===== src/hw/rtl/tvsf_pkg.sv =====
package tvsf_pkg;

   localparam int DataBits = 64;
   localparam int CapBits  = 32;
   localparam int CsrAddrBits = 6;

   typedef enum logic [1:0] {
      WIDTH_8  = 2'd0,
      WIDTH_16 = 2'd1,
      WIDTH_32 = 2'd2,
      WIDTH_64 = 2'd3
   } width_type;

   typedef enum logic [2:0] {
      MODE_EXACT        = 3'd0,
      MODE_INCREASED    = 3'd1,
      MODE_DECREASED    = 3'd2,
      MODE_CHANGED      = 3'd3,
      MODE_UNCHANGED    = 3'd4,
      MODE_INCREASED_BY = 3'd5,
      MODE_DECREASED_BY = 3'd6,
      MODE_UNKNOWN      = 3'd7
   } mode_type;

   typedef enum logic [2:0] {
      REG_VALUE_WIDTH  = 3'd0,
      REG_COMPARE_MODE = 3'd1,
      REG_TARGET_VALUE = 3'd2,
      REG_DELTA_VALUE  = 3'd3,
      REG_RESULT_CAP   = 3'd4
   } reg_index_type;

   typedef struct packed {
      width_type             value_width;
      mode_type              compare_mode;
      logic [DataBits-1:0]   target_value;
      logic [DataBits-1:0]   delta_value;
      logic [CapBits-1:0]    result_cap;
   } cfg_type;

   function automatic logic [DataBits-1:0] width_mask(input width_type w);
      logic [DataBits-1:0] m;
      case (w)
         WIDTH_8:  m = 64'h0000_0000_0000_00FF;
         WIDTH_16: m = 64'h0000_0000_0000_FFFF;
         WIDTH_32: m = 64'h0000_0000_FFFF_FFFF;
         default:  m = 64'hFFFF_FFFF_FFFF_FFFF;
      endcase
      return m;
   endfunction

   // sign-extend the low bits at width to one bit past the full data width
   function automatic logic [DataBits:0] sign_extend(input logic [DataBits-1:0] v,
                                                      input width_type w);
      logic [DataBits:0] r;
      case (w)
         WIDTH_8:  r = {{(DataBits-7){v[7]}}, v[7:0]};
         WIDTH_16: r = {{(DataBits-15){v[15]}}, v[15:0]};
         WIDTH_32: r = {{(DataBits-31){v[31]}}, v[31:0]};
         default:  r = {v[DataBits-1], v};
      endcase
      return r;
   endfunction

endpackage


===== src/hw/rtl/tvsf_csr.sv =====
module tvsf_csr
   import tvsf_pkg::*;
(
   input  logic                   clock,
   input  logic                   reset,
   input  logic                   csr_psel,
   input  logic                   csr_penable,
   input  logic                   csr_pwrite,
   input  logic [CsrAddrBits-1:0] csr_paddr,
   input  logic [DataBits-1:0]    csr_pwdata,
   output logic [DataBits-1:0]    csr_prdata,
   output logic                   csr_pready,
   output cfg_type                cfg,
   output logic                   cap_write
);

   cfg_type       cfg_ff;
   cfg_type       cfg_in;
   reg_index_type index;
   logic          wr_en;

   assign csr_pready = 1'b1;
   assign index      = reg_index_type'(csr_paddr[CsrAddrBits-1:3]);
   assign wr_en      = csr_psel & csr_penable & csr_pwrite & csr_pready;
   assign cap_write  = wr_en & (index == REG_RESULT_CAP);
   assign cfg        = cfg_ff;

   always_comb begin
      cfg_in = cfg_ff;
      if (wr_en) begin
         case (index)
            REG_VALUE_WIDTH:  cfg_in.value_width  = width_type'(csr_pwdata[1:0]);
            REG_COMPARE_MODE: cfg_in.compare_mode = mode_type'(csr_pwdata[2:0]);
            REG_TARGET_VALUE: cfg_in.target_value = csr_pwdata;
            REG_DELTA_VALUE:  cfg_in.delta_value  = csr_pwdata;
            REG_RESULT_CAP:   cfg_in.result_cap   = csr_pwdata[CapBits-1:0];
            default: ;
         endcase
      end
   end

   always_comb begin
      case (index)
         REG_VALUE_WIDTH:  csr_prdata = {{(DataBits-2){1'b0}}, cfg_ff.value_width};
         REG_COMPARE_MODE: csr_prdata = {{(DataBits-3){1'b0}}, cfg_ff.compare_mode};
         REG_TARGET_VALUE: csr_prdata = cfg_ff.target_value;
         REG_DELTA_VALUE:  csr_prdata = cfg_ff.delta_value;
         REG_RESULT_CAP:   csr_prdata = {{(DataBits-CapBits){1'b0}}, cfg_ff.result_cap};
         default:          csr_prdata = '0;
      endcase
   end

   always_ff @(posedge clock) begin
      if (reset) begin
         cfg_ff.value_width  <= WIDTH_32;
         cfg_ff.compare_mode <= MODE_EXACT;
         cfg_ff.target_value <= '0;
         cfg_ff.delta_value  <= '0;
         cfg_ff.result_cap   <= '1;
      end else begin
         cfg_ff <= cfg_in;
      end
   end

endmodule


===== src/hw/rtl/tvsf_compare.sv =====
module tvsf_compare
   import tvsf_pkg::*;
(
   input  cfg_type             cfg,
   input  logic [DataBits-1:0] new_value,
   input  logic [DataBits-1:0] old_value,
   output logic                hit,
   output logic [DataBits-1:0] new_masked,
   output logic [DataBits-1:0] old_masked
);

   logic [DataBits-1:0] mask;
   logic [DataBits:0]   new_sx;
   logic [DataBits:0]   old_sx;
   logic [DataBits:0]   delta_sx;
   logic [DataBits:0]   step_sum;

   assign mask       = width_mask(cfg.value_width);
   assign new_masked = new_value & mask;
   assign old_masked = old_value & mask;
   assign new_sx     = sign_extend(new_value, cfg.value_width);
   assign old_sx     = sign_extend(old_value, cfg.value_width);
   assign delta_sx   = sign_extend(cfg.delta_value, cfg.value_width);

   // one bit of headroom: an out-of-range step never equals a sign-extended value
   assign step_sum = (cfg.compare_mode == MODE_DECREASED_BY) ? old_sx - delta_sx
                                                             : old_sx + delta_sx;

   always_comb begin
      case (cfg.compare_mode)
         MODE_EXACT:        hit = new_masked == (cfg.target_value & mask);
         MODE_INCREASED:    hit = $signed(new_sx) > $signed(old_sx);
         MODE_DECREASED:    hit = $signed(old_sx) > $signed(new_sx);
         MODE_CHANGED:      hit = new_masked != old_masked;
         MODE_UNCHANGED:    hit = new_masked == old_masked;
         MODE_INCREASED_BY: hit = step_sum == new_sx;
         MODE_DECREASED_BY: hit = step_sum == new_sx;
         default:           hit = 1'b1;
      endcase
   end

endmodule


===== src/hw/rtl/typed_value_scan_filter.sv =====
// Scan filter for memory-value candidates. Each req beat carries a candidate
// address, new value and old value in req_tdata and the read-ok flag in req_tuser;
// beats with read-ok low are dropped. Survivors of the compare at the configured
// width and mode go out on rsp as one beat with the masked address and the new
// and old values masked to the width, until the match count reaches result_cap
// (writing result_cap clears the count). One candidate is taken per clock unless a
// matching candidate waits on a stalled result; each passes through an input
// register and the compare into the result register.
// Registers sit at byte address 8*index on the 64-bit csr port.
module typed_value_scan_filter
   import tvsf_pkg::*;
#(
   parameter int ADDRESS_BITS = 64
) (
   input  logic                   clock,
   input  logic                   reset,
   input  logic                   req_tvalid,
   output logic                   req_tready,
   input  logic [3*DataBits-1:0]  req_tdata,  // cand_address, new_value, old_value
   input  logic [0:0]             req_tuser,  // read_ok
   output logic                   rsp_tvalid,
   input  logic                   rsp_tready,
   output logic [3*DataBits-1:0]  rsp_tdata,  // match_address, current_value, previous_value
   input  logic                   csr_psel,
   input  logic                   csr_penable,
   input  logic                   csr_pwrite,
   input  logic [CsrAddrBits-1:0] csr_paddr,
   input  logic [DataBits-1:0]    csr_pwdata,
   output logic [DataBits-1:0]    csr_prdata,
   output logic                   csr_pready
);

   cfg_type                 cfg;
   logic                    cap_write;

   logic                    s1_valid_ff, s1_valid_in;
   logic [ADDRESS_BITS-1:0] s1_addr_ff;
   logic [DataBits-1:0]     s1_new_ff;
   logic [DataBits-1:0]     s1_old_ff;

   logic                    rsp_valid_ff, rsp_valid_in;
   logic [ADDRESS_BITS-1:0] rsp_addr_ff;
   logic [DataBits-1:0]     rsp_new_ff;
   logic [DataBits-1:0]     rsp_old_ff;
   logic [DataBits-1:0]     rsp_addr_wide;

   logic [CapBits-1:0]      match_count_ff, match_count_in;

   logic                    hit;
   logic [DataBits-1:0]     new_masked;
   logic [DataBits-1:0]     old_masked;
   logic                    emit;
   logic                    advance;
   logic                    s1_leave;
   logic                    emit_go;
   logic                    req_accept;

   tvsf_csr u_csr (
      .clock       (clock),
      .reset       (reset),
      .csr_psel    (csr_psel),
      .csr_penable (csr_penable),
      .csr_pwrite  (csr_pwrite),
      .csr_paddr   (csr_paddr),
      .csr_pwdata  (csr_pwdata),
      .csr_prdata  (csr_prdata),
      .csr_pready  (csr_pready),
      .cfg         (cfg),
      .cap_write   (cap_write)
   );

   tvsf_compare u_compare (
      .cfg        (cfg),
      .new_value  (s1_new_ff),
      .old_value  (s1_old_ff),
      .hit        (hit),
      .new_masked (new_masked),
      .old_masked (old_masked)
   );

   assign emit     = s1_valid_ff & hit & (match_count_ff < cfg.result_cap);
   assign advance  = ~rsp_valid_ff | rsp_tready;
   // a candidate that produces nothing leaves even while the result is stalled
   assign s1_leave = s1_valid_ff & (advance | ~emit);
   assign emit_go  = emit & advance;

   assign req_tready = ~s1_valid_ff | s1_leave;
   assign req_accept = req_tvalid & req_tready;

   assign s1_valid_in    = req_accept ? req_tuser[0] : (s1_valid_ff & ~s1_leave);
   assign rsp_valid_in   = advance ? emit : rsp_valid_ff;
   assign match_count_in = cap_write ? '0
                         : (emit_go ? match_count_ff + 1'b1 : match_count_ff);

   always_ff @(posedge clock) begin
      if (reset) begin
         s1_valid_ff    <= 1'b0;
         rsp_valid_ff   <= 1'b0;
         match_count_ff <= '0;
      end else begin
         s1_valid_ff    <= s1_valid_in;
         rsp_valid_ff   <= rsp_valid_in;
         match_count_ff <= match_count_in;
      end
   end

   always_ff @(posedge clock) begin
      if (req_accept) begin
         s1_addr_ff <= req_tdata[ADDRESS_BITS-1:0];
         s1_new_ff  <= req_tdata[2*DataBits-1:DataBits];
         s1_old_ff  <= req_tdata[3*DataBits-1:2*DataBits];
      end
      if (emit_go) begin
         rsp_addr_ff <= s1_addr_ff;
         rsp_new_ff  <= new_masked;
         rsp_old_ff  <= old_masked;
      end
   end

   always_comb begin
      rsp_addr_wide = '0;
      rsp_addr_wide[ADDRESS_BITS-1:0] = rsp_addr_ff;
   end

   assign rsp_tvalid = rsp_valid_ff;
   assign rsp_tdata  = {rsp_old_ff, rsp_new_ff, rsp_addr_wide};

   // the count only climbs while below the cap, and a cap write clears it
   a_count_within_cap: assert property (@(posedge clock) disable iff (reset)
      match_count_ff <= cfg.result_cap)
      else $error("match count above result cap");

   a_count_tracks_results: assert property (@(posedge clock) disable iff (reset)
      emit_go && !cap_write |=> match_count_ff == $past(match_count_ff) + 1'b1)
      else $error("match count did not advance with a result");

   a_no_emit_when_capped: assert property (@(posedge clock) disable iff (reset)
      s1_valid_ff && match_count_ff >= cfg.result_cap && !rsp_valid_ff
      |=> !rsp_valid_ff)
      else $error("result produced past the cap");

endmodule


===== config.mk =====
export PLATFORM = sky130hd
export DESIGN_NAME = typed_value_scan_filter
export DESIGN_NICKNAME = d
export VERILOG_FILES = /design/src/hw/rtl/tvsf_pkg.sv /design/src/hw/rtl/tvsf_csr.sv /design/src/hw/rtl/tvsf_compare.sv /design/src/hw/rtl/typed_value_scan_filter.sv
export SDC_FILE = /design/constraint.sdc
export NUM_CORES = 1
export LEC_CHECK = 0
export BUFFER_PORTS_ARGS = -buffer_cell sky130_fd_sc_hd__buf_2
export CAP_MARGIN = 25
export CORE_ASPECT_RATIO = 0.5
export CORE_MARGIN = 5
export CORE_UTILIZATION = 40
export CTS_CLUSTER_DIAMETER = 60
export DETAILED_ROUTE_END_ITERATION = 12
export GPL_ROUTABILITY_DRIVEN = 0
export PLACE_DENSITY_LB_ADDON = 0.1
export SYNTH_ARGS = -nofsm -noshare
export SYNTH_HDL_FRONTEND = slang
export SYNTH_SLANG_ARGS = --single-unit

===== constraint.sdc =====
create_clock -name clock -period 24.4 [get_ports clock]
set_clock_uncertainty 0.2 [all_clocks]
set_input_delay 2.44 -clock clock [delete_from_list [all_inputs] [get_ports clock]]
set_output_delay 2.44 -clock clock [all_outputs]
set_load 0.02 [all_outputs]

Word-level counts from Yosys, hierarchy flattened
Cells that the tools add are included.
{"block": "word_totals", "register_bits": 583, "in_bits": 270, "output_inout_bits": 259, "word_cells": 73}
{"block": "op_classes", "add_sub_neg": 3, "n_lt_le_gt_ge": 3, "n_eq_ne": 16, "n_mux": 8, "bitwise_logic": 19, "reduce_logical": 10}
{"operator": "$pmux 65 s3", "n": 3}
{"operator": "$pmux 64 s5", "n": 1}
{"operator": "$and 64x64->64", "n": 3}
{"operator": "$pmux 64 s3", "n": 1}
{"operator": "$gt 65x65->1", "n": 2}
{"operator": "$eq 64x64->1", "n": 2}
{"operator": "$add 65x65->65", "n": 1}
{"operator": "$eq 65x65->1", "n": 1}
{"operator": "$mux 65", "n": 1}
{"operator": "$sub 65x65->65", "n": 1}
{"operator": "$ne 64x64->1", "n": 1}
{"operator": "$add 32x1->32 const B", "n": 1}
{"operator": "$lt 32x32->1", "n": 1}
{"operator": "$eq 3x2->1 const B", "n": 4}
{"operator": "$eq 3x3->1 const B", "n": 4}
{"operator": "$reduce_and 2->1", "n": 5}
{"operator": "$and 1x1->1", "n": 9}
{"operator": "$eq 3x1->1 const B", "n": 2}
{"operator": "$logic_not 3->1", "n": 2}
{"operator": "$pmux 1 s6", "n": 1}
{"operator": "$not 1->1", "n": 4}
{"operator": "$reduce_or 2->1", "n": 2}
{"operator": "$or 1x1->1", "n": 3}
{"operator": "$eq 2x1->1 const B", "n": 1}
{"operator": "3 further kinds", "n": 3}

Longest topological paths before layout
Gate-level depths: netlist (run 1).
{"block": "depth", "word_depth": 14, "ltp_mapped": 33, "depth_no_buf": 25}

Cells and area by module
A second synthesis (run 1) with hierarchy kept.
{"block": "unflattened", "cells_unflattened": 3682, "hier_area_um2": 35505.3}
{"mod": "typed_value_scan_filter", "n_inst": 1, "cells_each": 706, "area_per_inst_um2": 14129.8, "seq_area_each_um2": 12211.7}
{"mod": "tvsf_compare", "n_inst": 1, "cells_each": 2063, "area_per_inst_um2": 13351.6, "seq_area_each_um2": 0.0}
{"mod": "tvsf_csr", "n_inst": 1, "cells_each": 913, "area_per_inst_um2": 8023.9, "seq_area_each_um2": 3303.2}

Worst setup path before layout (run 1)
No wires, ideal clock.
{"block": "synth_path", "path_type": "register -> register", "startpoint": "register u_csr.cfg_ff, in the netlist u_csr.cfg[163]", "endpoint": "register rsp_addr_ff[0], enable pin", "setup_ns": 0.748, "arrival_time_ns": 13.970, "t_required_ns": 23.452, "setup_slack_ns": 9.482, "stages_incl_launch_ff": 32, "path_buffers": 10, "period_less_slack_ns": 14.918, "cell_sequence": "dfxtp_1 buf_4 buf_6 buf_2 clkbuf_1 clkbuf_1 clkbuf_1 clkbuf_1 nand2_1 nand4b_1 nand2_1 nand3b_1 o21bai_1 nor4_1 o21ai_0 o21ai_0 a221oi_1 ha_1 clkbuf_1 a21oi_1 o21ai_0 a21o_1 a22o_1 a2111oi_0 o2111ai_1 or4_1 nor4_1 nand4_1 o31a_1 buf_2 clkbuf_1 nor2_1"}
{"block": "synth_between", "elab_chain_len": 9, "elab_cells_between_ends": 23, "cone_classes": "add/sub (2); order compare (2); eq/ne (6); mux (6); bitwise (6); reduce/logical (1)"}
{"element": "start: declaration", "line": "tvsf_csr.sv:17", "source": "cfg_type cfg_ff;"}
{"element": "start signal: assignment", "line": "tvsf_csr.sv:61", "source": "cfg_ff <= cfg_in;"}
{"element": "$eq 2x2->1, or another cell as far along", "line": "tvsf_pkg.sv:43, tvsf_pkg.sv:56"}
{"element": "$pmux 65 s3", "line": "tvsf_pkg.sv:56", "source": "case (w)"}
{"element": "$add 65x65->65 / $sub 65x65->65 (equally long branches)", "line": "tvsf_compare.sv:27, tvsf_compare.sv:26"}
{"element": "$mux 65", "line": "tvsf_compare.sv:26", "source": "assign step_sum = (cfg.compare_mode == MODE_DECREASED_BY) ? old_sx - delta_sx"}
{"element": "$eq 65x65->1", "line": "tvsf_compare.sv:36, tvsf_compare.sv:37"}
{"element": "$pmux 1 s6 (*)", "line": "tvsf_compare.sv:30", "source": "case (cfg.compare_mode)"}
{"element": "$and 1x1->1 (*) (2 in series)", "line": "typed_value_scan_filter.sv:81", "source": "assign emit = s1_valid_ff & hit & (match_count_ff < cfg.result_cap);"}
{"element": "$and 1x1->1 (*)", "line": "typed_value_scan_filter.sv:85", "source": "assign emit_go = emit & advance;"}
{"element": "named net emit_go", "line": "typed_value_scan_filter.sv:55", "source": "logic emit_go;"}
{"element": "end signal: assignment", "line": "typed_value_scan_filter.sv:114", "source": "rsp_addr_ff <= s1_addr_ff;"}
{"element": "end: declaration", "line": "typed_value_scan_filter.sv:42", "source": "logic [ADDRESS_BITS-1:0] rsp_addr_ff;"}
The timed path passes the listed nets; every way through them passes the cells marked *.
A chain may end at the register's enable or synchronous reset.

Worst setup path after layout (run 1)
{"block": "layout_path", "startpoint": "register u_csr.cfg_ff, in the netlist u_csr.cfg[163]", "endpoint": "output req_tready"}
{"block": "layout_between", "elab_chain_len": 12, "elab_cells_between_ends": 26, "cone_classes": "add/sub (2); order compare (2); eq/ne (6); mux (6); bitwise (9); reduce/logical (1)"}
{"element": "$eq 2x2->1, or another cell as far along", "line": "tvsf_pkg.sv:43, tvsf_pkg.sv:56"}
{"element": "$pmux 65 s3", "line": "tvsf_pkg.sv:56"}
{"element": "$add 65x65->65 / $sub 65x65->65 (equally long branches)", "line": "tvsf_compare.sv:27, tvsf_compare.sv:26"}
{"element": "$mux 65", "line": "tvsf_compare.sv:26"}
{"element": "$eq 65x65->1", "line": "tvsf_compare.sv:36, tvsf_compare.sv:37"}
{"element": "$pmux 1 s6 (*)", "line": "tvsf_compare.sv:30"}
{"element": "$and 1x1->1 (*) (2 in series)", "line": "typed_value_scan_filter.sv:81"}
{"element": "$not 1->1 (*)", "line": "typed_value_scan_filter.sv:84", "source": "assign s1_leave = s1_valid_ff & (advance | ~emit);"}
{"element": "$or 1x1->1 (*)", "line": "typed_value_scan_filter.sv:84"}
{"element": "$and 1x1->1 (*)", "line": "typed_value_scan_filter.sv:84"}
{"element": "$or 1x1->1 (*)", "line": "typed_value_scan_filter.sv:87", "source": "assign req_tready = ~s1_valid_ff | s1_leave;"}
{"element": "end: declaration", "line": "typed_value_scan_filter.sv:18", "source": "output logic req_tready,"}
Every way passes the cells marked *; elsewhere a longest branch is shown, timed or not.

==> results.toml, run 1 <==
[synth]
yosysMostFrequentCell = "nand2_1"
synth_top_cell_by_area = "edfxtp_1"
synth_nets = 4094
netlist.area_leader.share_pct = 33.9
synth_edf_count = 384
synth_common_cells = "nand2_1, edfxtp_1, a21oi_1"
synth.top_cells.by_area = "edfxtp_1, dfxtp_1, ha_1"
yosys.cell_types.count = 85
yosysWarnings = 0
ys_ff_latch = 583
synth_cells = 3662
synthArstFlopShare_pct = 0
synth_ff_type = "edfxtp_1"
synth.avg_cell_area_sq_um = 9.29
syn_area_sq_mm = 0.0340
ys_seq_area_share_pct = 45.6

[detailed_routing]
drc = 0
drt_iter0_markers = 3464
viasPerCell = 5.87
postRouteAntennaNets = 0
vias = 30811
wl_per_cell_um = 25.2
drt_pass1_iterations = 8
wl_um = 132000

[sta]
fmax_mhz = 86.7
fin_crit_sh_pct = 47.3
finalSetupViolations = 0
setup_tns_ns = 0
hold_viol_final = 0
finalMaxSlewViolations = 0
tightest_slew_ns = 1.08
hold_ws_ns = 0.213
period_minus_slack_ns = 11.53
maxSlewHeadroom_pct = 27.6
setup_ws_ns = 12.87
grt_setup_unrepaired = "false"

[floorplanning]
rows = 75
die_y_um = 216
io_pins = 529
die_area_sq_mm = 0.0914
core_area_sq_mm = 0.0841
dieWidth_um = 423
initial_core_util_pct = 40.5

[clock_tree]
clock_path_buffers = 3
cts_setup_buffers = 0
cts_resized = 0
holdBufCountCts = 0
htreeDepth = 2
worstSkewPairLatency_ns = 0.68
cts_tree = "done"
cts_buffers = 56
cts_root_buf = "clkbuf_16"
cts_sinks = 583
clk_pin_slew_ns = 0.07

[worst_setup_path]
worstSetupStartpointType = "flop"
critPathLaunch = "u_csr.cfg[163]"
reg2reg_slack_ns = 13.68
crit_fanout = 60
path_class = "flop to output pin"
crit_path_end_kind = "output pin"
cp.required_ns = 21.76
worstReg2RegEnd = "rsp_old_ff[63]"
cp_data_arrival_time_ns = 8.89
rr_worst_depth = 27
r2r_start = "u_csr.cfg[163]"

[hold_path]
hold_path.class = "flop to flop"
hold-path-endpoint = "rsp_addr_ff[9]"
hold_depth = 0
hp-start = "s1_addr_ff[9]"

[cells_and_area]
nets = 4516
area_delta_synth_final_pct = 16.5
drive_gt1_share_pct = 17.8
design_area_sq_mm = 0.0396
fin_cells = 5251

[global_route]
antenna_found_initial = 12
grt_overflow_total = 0
grt_pass1_wl_um = 192000
grt_pass1_vias = 29003
grt_use_total_pct = 27.7
grt_max_degree = 141

[status]
status = "finished, final reports clean"

[run]
cap_violations = 0

[placed_design]
dpl_cell_area_sq_mm = 0.0376
place_ws_ns = 13.75
hpwlAfterDp_um = 105000
post-place-cells = 5140
port_buffers = 524

[power]
power_density_mw_per_mm2 = 68.5
power.leakage_nw = 15.3
ir_drop_v = 0.0000844
[final cells by class]
class / count / area (sq um)
diodes: 4 / 10.0
clock buffers: 60 / 1420
clock inverters: 45 / 596
fillers: 8150 / 44400
inverters: 184 / 691
multi-input cells: 2698 / 17100
flip-flops and latches: 583 / 15500
well taps: 1116 / 1400
repair buffers: 561 / 2920
[critical path, cell delays in order (launching register included)]
cell      delay (ns)
dfxtp_2         0.90
buf_4           0.58
inv_1           0.17
nor2_4          0.10
buf_4           0.51
o21ai_0         0.17
and3_1          0.28
and2_1          0.22
nand2_1         0.15
nor3_1          0.06
o21ai_0         0.14
o21ai_0         0.10
a221oi_1        0.56
ha_1            0.43
nand4_1         0.17
nor2_1          0.10
a221oi_1        0.49
nor2_1          0.11
or3b_1          0.44
a22o_1          0.22
or4_1           0.42
nor4_1          0.55
nand4_1         0.29
o31ai_1         0.37
buf_4           0.27
nand2_1         0.13
buf_2           0.19
[registers in the layout, indices dropped and copies added (netlist names)]
name	count
u_csr.cfg	165
rsp_addr_ff	64
rsp_new_ff	64
rsp_old_ff	64
s1_addr_ff	64
s1_new_ff	64
s1_old_ff	64
match_count_ff	32
rsp_tvalid	1
s1_valid_ff	1
[placed cells by master (no fill, tap or decap), types with 70 or more instances in the layout]
cell type,n
mux2i_1,150
nor2_1,287
inv_1,184
a21oi_1,347
buf_2,523
edfxtp_1,384
ha_1,161
xnor2_1,133
xor2_1,72
nand4_1,70
nand2_1,483
dfxtp_1,197
o21ai_0,204
[where the power goes]
part	internal, mW	switching, mW	total, mW
sequential	1.08	0.0371	1.12
combinational	0.229	0.418	0.647
clock	0.529	0.419	0.948
[kinds of logic (layout without fill, tap and decap cells)]
kind of cell / after synthesis / after routing / synth area share (%)
buf+inv: 381 / 850 / 4.35
flops: 583 / 583 / 45.6
simple gates: 1262 / 1262 / 17.5
fa+ha+maj: 162 / 162 / 5.98
xor+xnor: 206 / 206 / 5.32
mux: 159 / 159 / 4.79
compound gates: 908 / 908 / 16.4
other cells: 1 / 5 / 0.0110
[per-layer routing]
metal / wire [um] / track usage [%] / part of all wire, % / vias up
met5: 104 / 0 / 0.079 / -
met4: 5840 / 10.6 / 4.4 / 16
met3: 12800 / 7.23 / 9.7 / 273
met2: 57300 / 42.3 / 43 / 1529
met1: 56400 / 37.7 / 43 / 14831
li1: - / - / - / 14162
[metrics by stage]
step / power [mW] / utilization, %
finish: 2.72 / 47.1
global placement: 1.76 / 44.7
detailed placement: 1.76 / 44.7
floorplan: 1.55 / -
CTS: 2.71 / 47.1
global route: 2.83 / 47.1
[how the worst max path moves through the flow]
stage                     end  slack, ns  depth (start not counted)
2_1_floorplan  rsp_addr_ff[0]       9.48                         31
3_3_place_gp       req_tready      13.77                         25
3_5_place_dp       req_tready      13.75                         25
4_1_cts            req_tready      12.97                         25
5_1_grt            req_tready      12.34                         25
6_report           req_tready      12.87                         26
Power figures use the tool's default switching activity.
==> run 2: changes to the inputs <==
--- a/config.mk
+++ b/config.mk
@@ -5,6 +5,7 @@
 export SDC_FILE = /design/constraint.sdc
 export NUM_CORES = 1
 export LEC_CHECK = 0
+export ABC_AREA = 1
 export BUFFER_PORTS_ARGS = -buffer_cell sky130_fd_sc_hd__buf_2
 export CAP_MARGIN = 25
 export CORE_ASPECT_RATIO = 0.5
==> constraint.sdc (replaced) <==
create_clock -name clock -period 11.3 [get_ports clock]
set_clock_uncertainty 0.2 [all_clocks]
set_input_delay 1.13 -clock clock [delete_from_list [all_inputs] [get_ports clock]]
set_output_delay 1.13 -clock clock [all_outputs]
set_load 0.02 [all_outputs]
==> run 2 against run 1 <==
  * Critical path depth is 8 higher
  * Register-to-register slack worse by 12 ns
  * Clock power is 110% higher
  * Sequential power is 110% higher
  * Largest cell class unchanged
  * Total power rose by 120%
  * Utilization decreased by 0.42 points
  * Die area increased by 4.0%
==> results.toml, run 2 <==
[worst_setup_path]
r2r_start = "u_csr.cfg[164]"
cp_common_cell = "nand2_1"
cp_data_arrival_time_ns = 8.24
crit_family = "simple AND/OR/NAND/NOR gates"
worstSetupStartpointType = "flop"
crit_fanout = 37
critPathMaxStageDelay_ns = 0.75
crit_path_end_kind = "output pin"
path_class = "flop to output pin"
worstReg2RegEnd = "rsp_old_ff[32]"
worst-path-buf-inv = 5
cpMaxStageDelayCell = "dfxtp_2"
rr_worst_depth = 35
cp.required_ns = 9.97
reg2reg_slack_ns = 1.80

[cells_and_area]
largest_register_ffs = 165
design_area_sq_mm = 0.0412
utilization_pct = 46.7
fin_cells = 6412
nets = 5605
layout_commonest_cell = "nand2_1"
most-common-layout-cells = "nand2_1, inv_1, nor2_1"
drive_gt1_share_pct = 13.9
area_delta_synth_final_pct = 16.2

[floorplanning]
core_area_sq_mm = 0.0882
rows = 77
die_y_um = 221
io_pins = 529
die_area_sq_mm = 0.0950
dieWidth_um = 431
initial_core_util_pct = 40.2

[clock_tree]
holdBufCountCts = 0
cts_setup_buffers = 0
cts_buffers = 56
worstSkewPairLatency_ns = 0.67
cts_root_buf = "clkbuf_16"
htreeDepth = 2
clock_path_buffers = 3
clk_pin_slew_ns = 0.07
cts_sinks = 583
cts_tree = "done"
cts_resized = 0

[sta]
tightest_slew_ns = 1.06
maxSlewHeadroom_pct = 28.6
fmax_mhz = 105
fin_crit_sh_pct = 84.6
hold_viol_final = 0
setup_tns_ns = 0
finalSetupViolations = 0
finalMaxSlewViolations = 0
period_minus_slack_ns = 9.57
grt_setup_unrepaired = "false"

[synth]
ys_seq_area_share_pct = 43.8
yosys.cell_types.count = 63
synthAdderAreaFrac_pct = 5.74
synth_ff_type = "edfxtp_1"
synth_cells = 4695
synth_common_cells = "nand2_1, inv_1, nor2_1"
synth.area.mux_share_pct = 0
netlist.area_leader.share_pct = 32.5
synth_nets = 5127
synth_edf_count = 384
synth_top_family_by_area = "simple AND/OR/NAND/NOR gates"
ys_ff_latch = 583
synth.top_cells.by_area = "edfxtp_1, nand2_1, dfxtp_1"
synth.avg_cell_area_sq_um = 7.55
synth-xor-area-share_pct = 4.10
yosysMostFrequentCell = "nand2_1"
yosysWarnings = 0
syn_area_sq_mm = 0.0354
synth_compound_area_share_pct = 11.4
synth_top_cell_by_area = "edfxtp_1"
synthArstFlopShare_pct = 0
yosys.area_share.simple_pct = 25.3

[status]
status = "finished, final reports clean"

[global_route]
grt_overflow_total = 0
grt_use_total_pct = 30.2
grt_pass1_vias = 31881
grt_max_degree = 115
use_met1_pct = 42.2
antenna_found_initial = 18
grt_pass1_wl_um = 210000
use_met3_pct = 8.64
grt_most_used_layer = "met2"
gr-usage-met2_pct = 45.0

[placed_design]
dpl_cell_area_sq_mm = 0.0392
port_buffers = 524
hpwlAfterDp_um = 121000
post-place-cells = 6300

[detailed_routing]
drt_pass1_iterations = 6
wl_um = 151000
wl_per_cell_um = 23.5
drt_iter0_markers = 4982
viasPerCell = 5.45
vias = 34922
drc = 0
postRouteAntennaNets = 0

[run]
cap_violations = 0

[hold_path]
hold_path.class = "flop to flop"
hp-start = "s1_addr_ff[25]"
hold_depth = 0
hold-path-endpoint = "rsp_addr_ff[25]"

[power]
power.total_mw = 6.01
ir_drop_v = 0.000139
power_density_mw_per_mm2 = 146
power.leakage_nw = 20.3
==> run 2: cell types whose count changed after synthesis, moves of 84 or more <==
cell | before | now
inv_1 | 184 | 716
mux2i_1 | 150 | 0
nand3_1 | 48 | 154
nor2_1 | 291 | 547
a21oi_1 | 347 | 245
nand2_1 | 484 | 1235
o21ai_0 | 205 | 321
xnor2_1 | 133 | 49
==> run 2: worst reg2reg max path: cells and delay by family, from the launching register on <==
family / cells / cell delay, ns
AND/OR/NAND/NOR: 26 / 4.83
buffers and inverters: 6 / 2.06
flip-flops: 1 / 0.75
XOR/XNOR: 1 / 0.54
AO/OA/AOI/OAI: 1 / 0.35
adder cells (fa/ha/maj): 1 / 0.31
==> run 2: area by class of cell <==
| type | count | area [sq um] |
|---|---|---|
| fill | 8979 | 47000 |
| clock inverter | 40 | 460 |
| timing repair buffer | 559 | 2910 |
| clock buffer | 65 | 1480 |
| inverter | 735 | 2780 |
| tap | 1185 | 1480 |
| sequential | 583 | 15500 |
| multi-input combinational | 3238 | 16500 |
| antenna | 7 | 17.5 |
==> run 2: report_power, final <==
part	switching, mW	total (mW)	internal [mW]	leakage (nW)
clock	0.895	2.01	1.11	0.920
sequential	0.0285	2.35	2.32	5.27
combinational	1.15	1.66	0.503	14.1
total	2.08	6.01	3.93	20.3
==> run 2: metrics by stage <==
| stage | setup WS [ns] | hold WS [ns] |
|---|---|---|
| 3_3_place_gp | 2.28 | 0.200 |
| 3_5_place_dp | 2.24 | 0.205 |
| 5_1_grt | 1.13 | 0.226 |
| 6_report | 1.73 | 0.216 |
| 2_1_floorplan | 2.58 | 0.200 |
| 4_1_cts | 2.05 | 0.219 |
==> run 2: metal layers <==
layer  share of wire [%]  routed length (um)
met5                0.14                 215
met1                  42               63500
met3                  12               17900
met4                 3.9                5850
met2                  42               63500
==> run 2: worst max path at each step <==
stage          slack (ns)  cells past startpoint           start        endpoint
6_report             1.73                     34  u_csr.cfg[164]      req_tready
5_1_grt              1.13                     31  u_csr.cfg[164]      req_tready
4_1_cts              2.05                     34  u_csr.cfg[164]      req_tready
3_5_place_dp         2.24                     38  u_csr.cfg[164]  rsp_old_ff[45]
3_3_place_gp         2.28                     38  u_csr.cfg[164]  rsp_old_ff[41]
2_1_floorplan        2.58                     37  u_csr.cfg[164]  rsp_addr_ff[0]
==> run 2: cells by family (layout without fill, tap and decap cells) <==
kind of cell | Yosys count | in the layout
AOI/OAI and AO/OA | 736 | 736
adders and majority gates | 162 | 162
xor gates and xnor gates | 166 | 166
other | 1 | 8
buffers and inverters | 874 | 1399
DFF | 583 | 583
and+or+nand+nor | 2173 | 2173
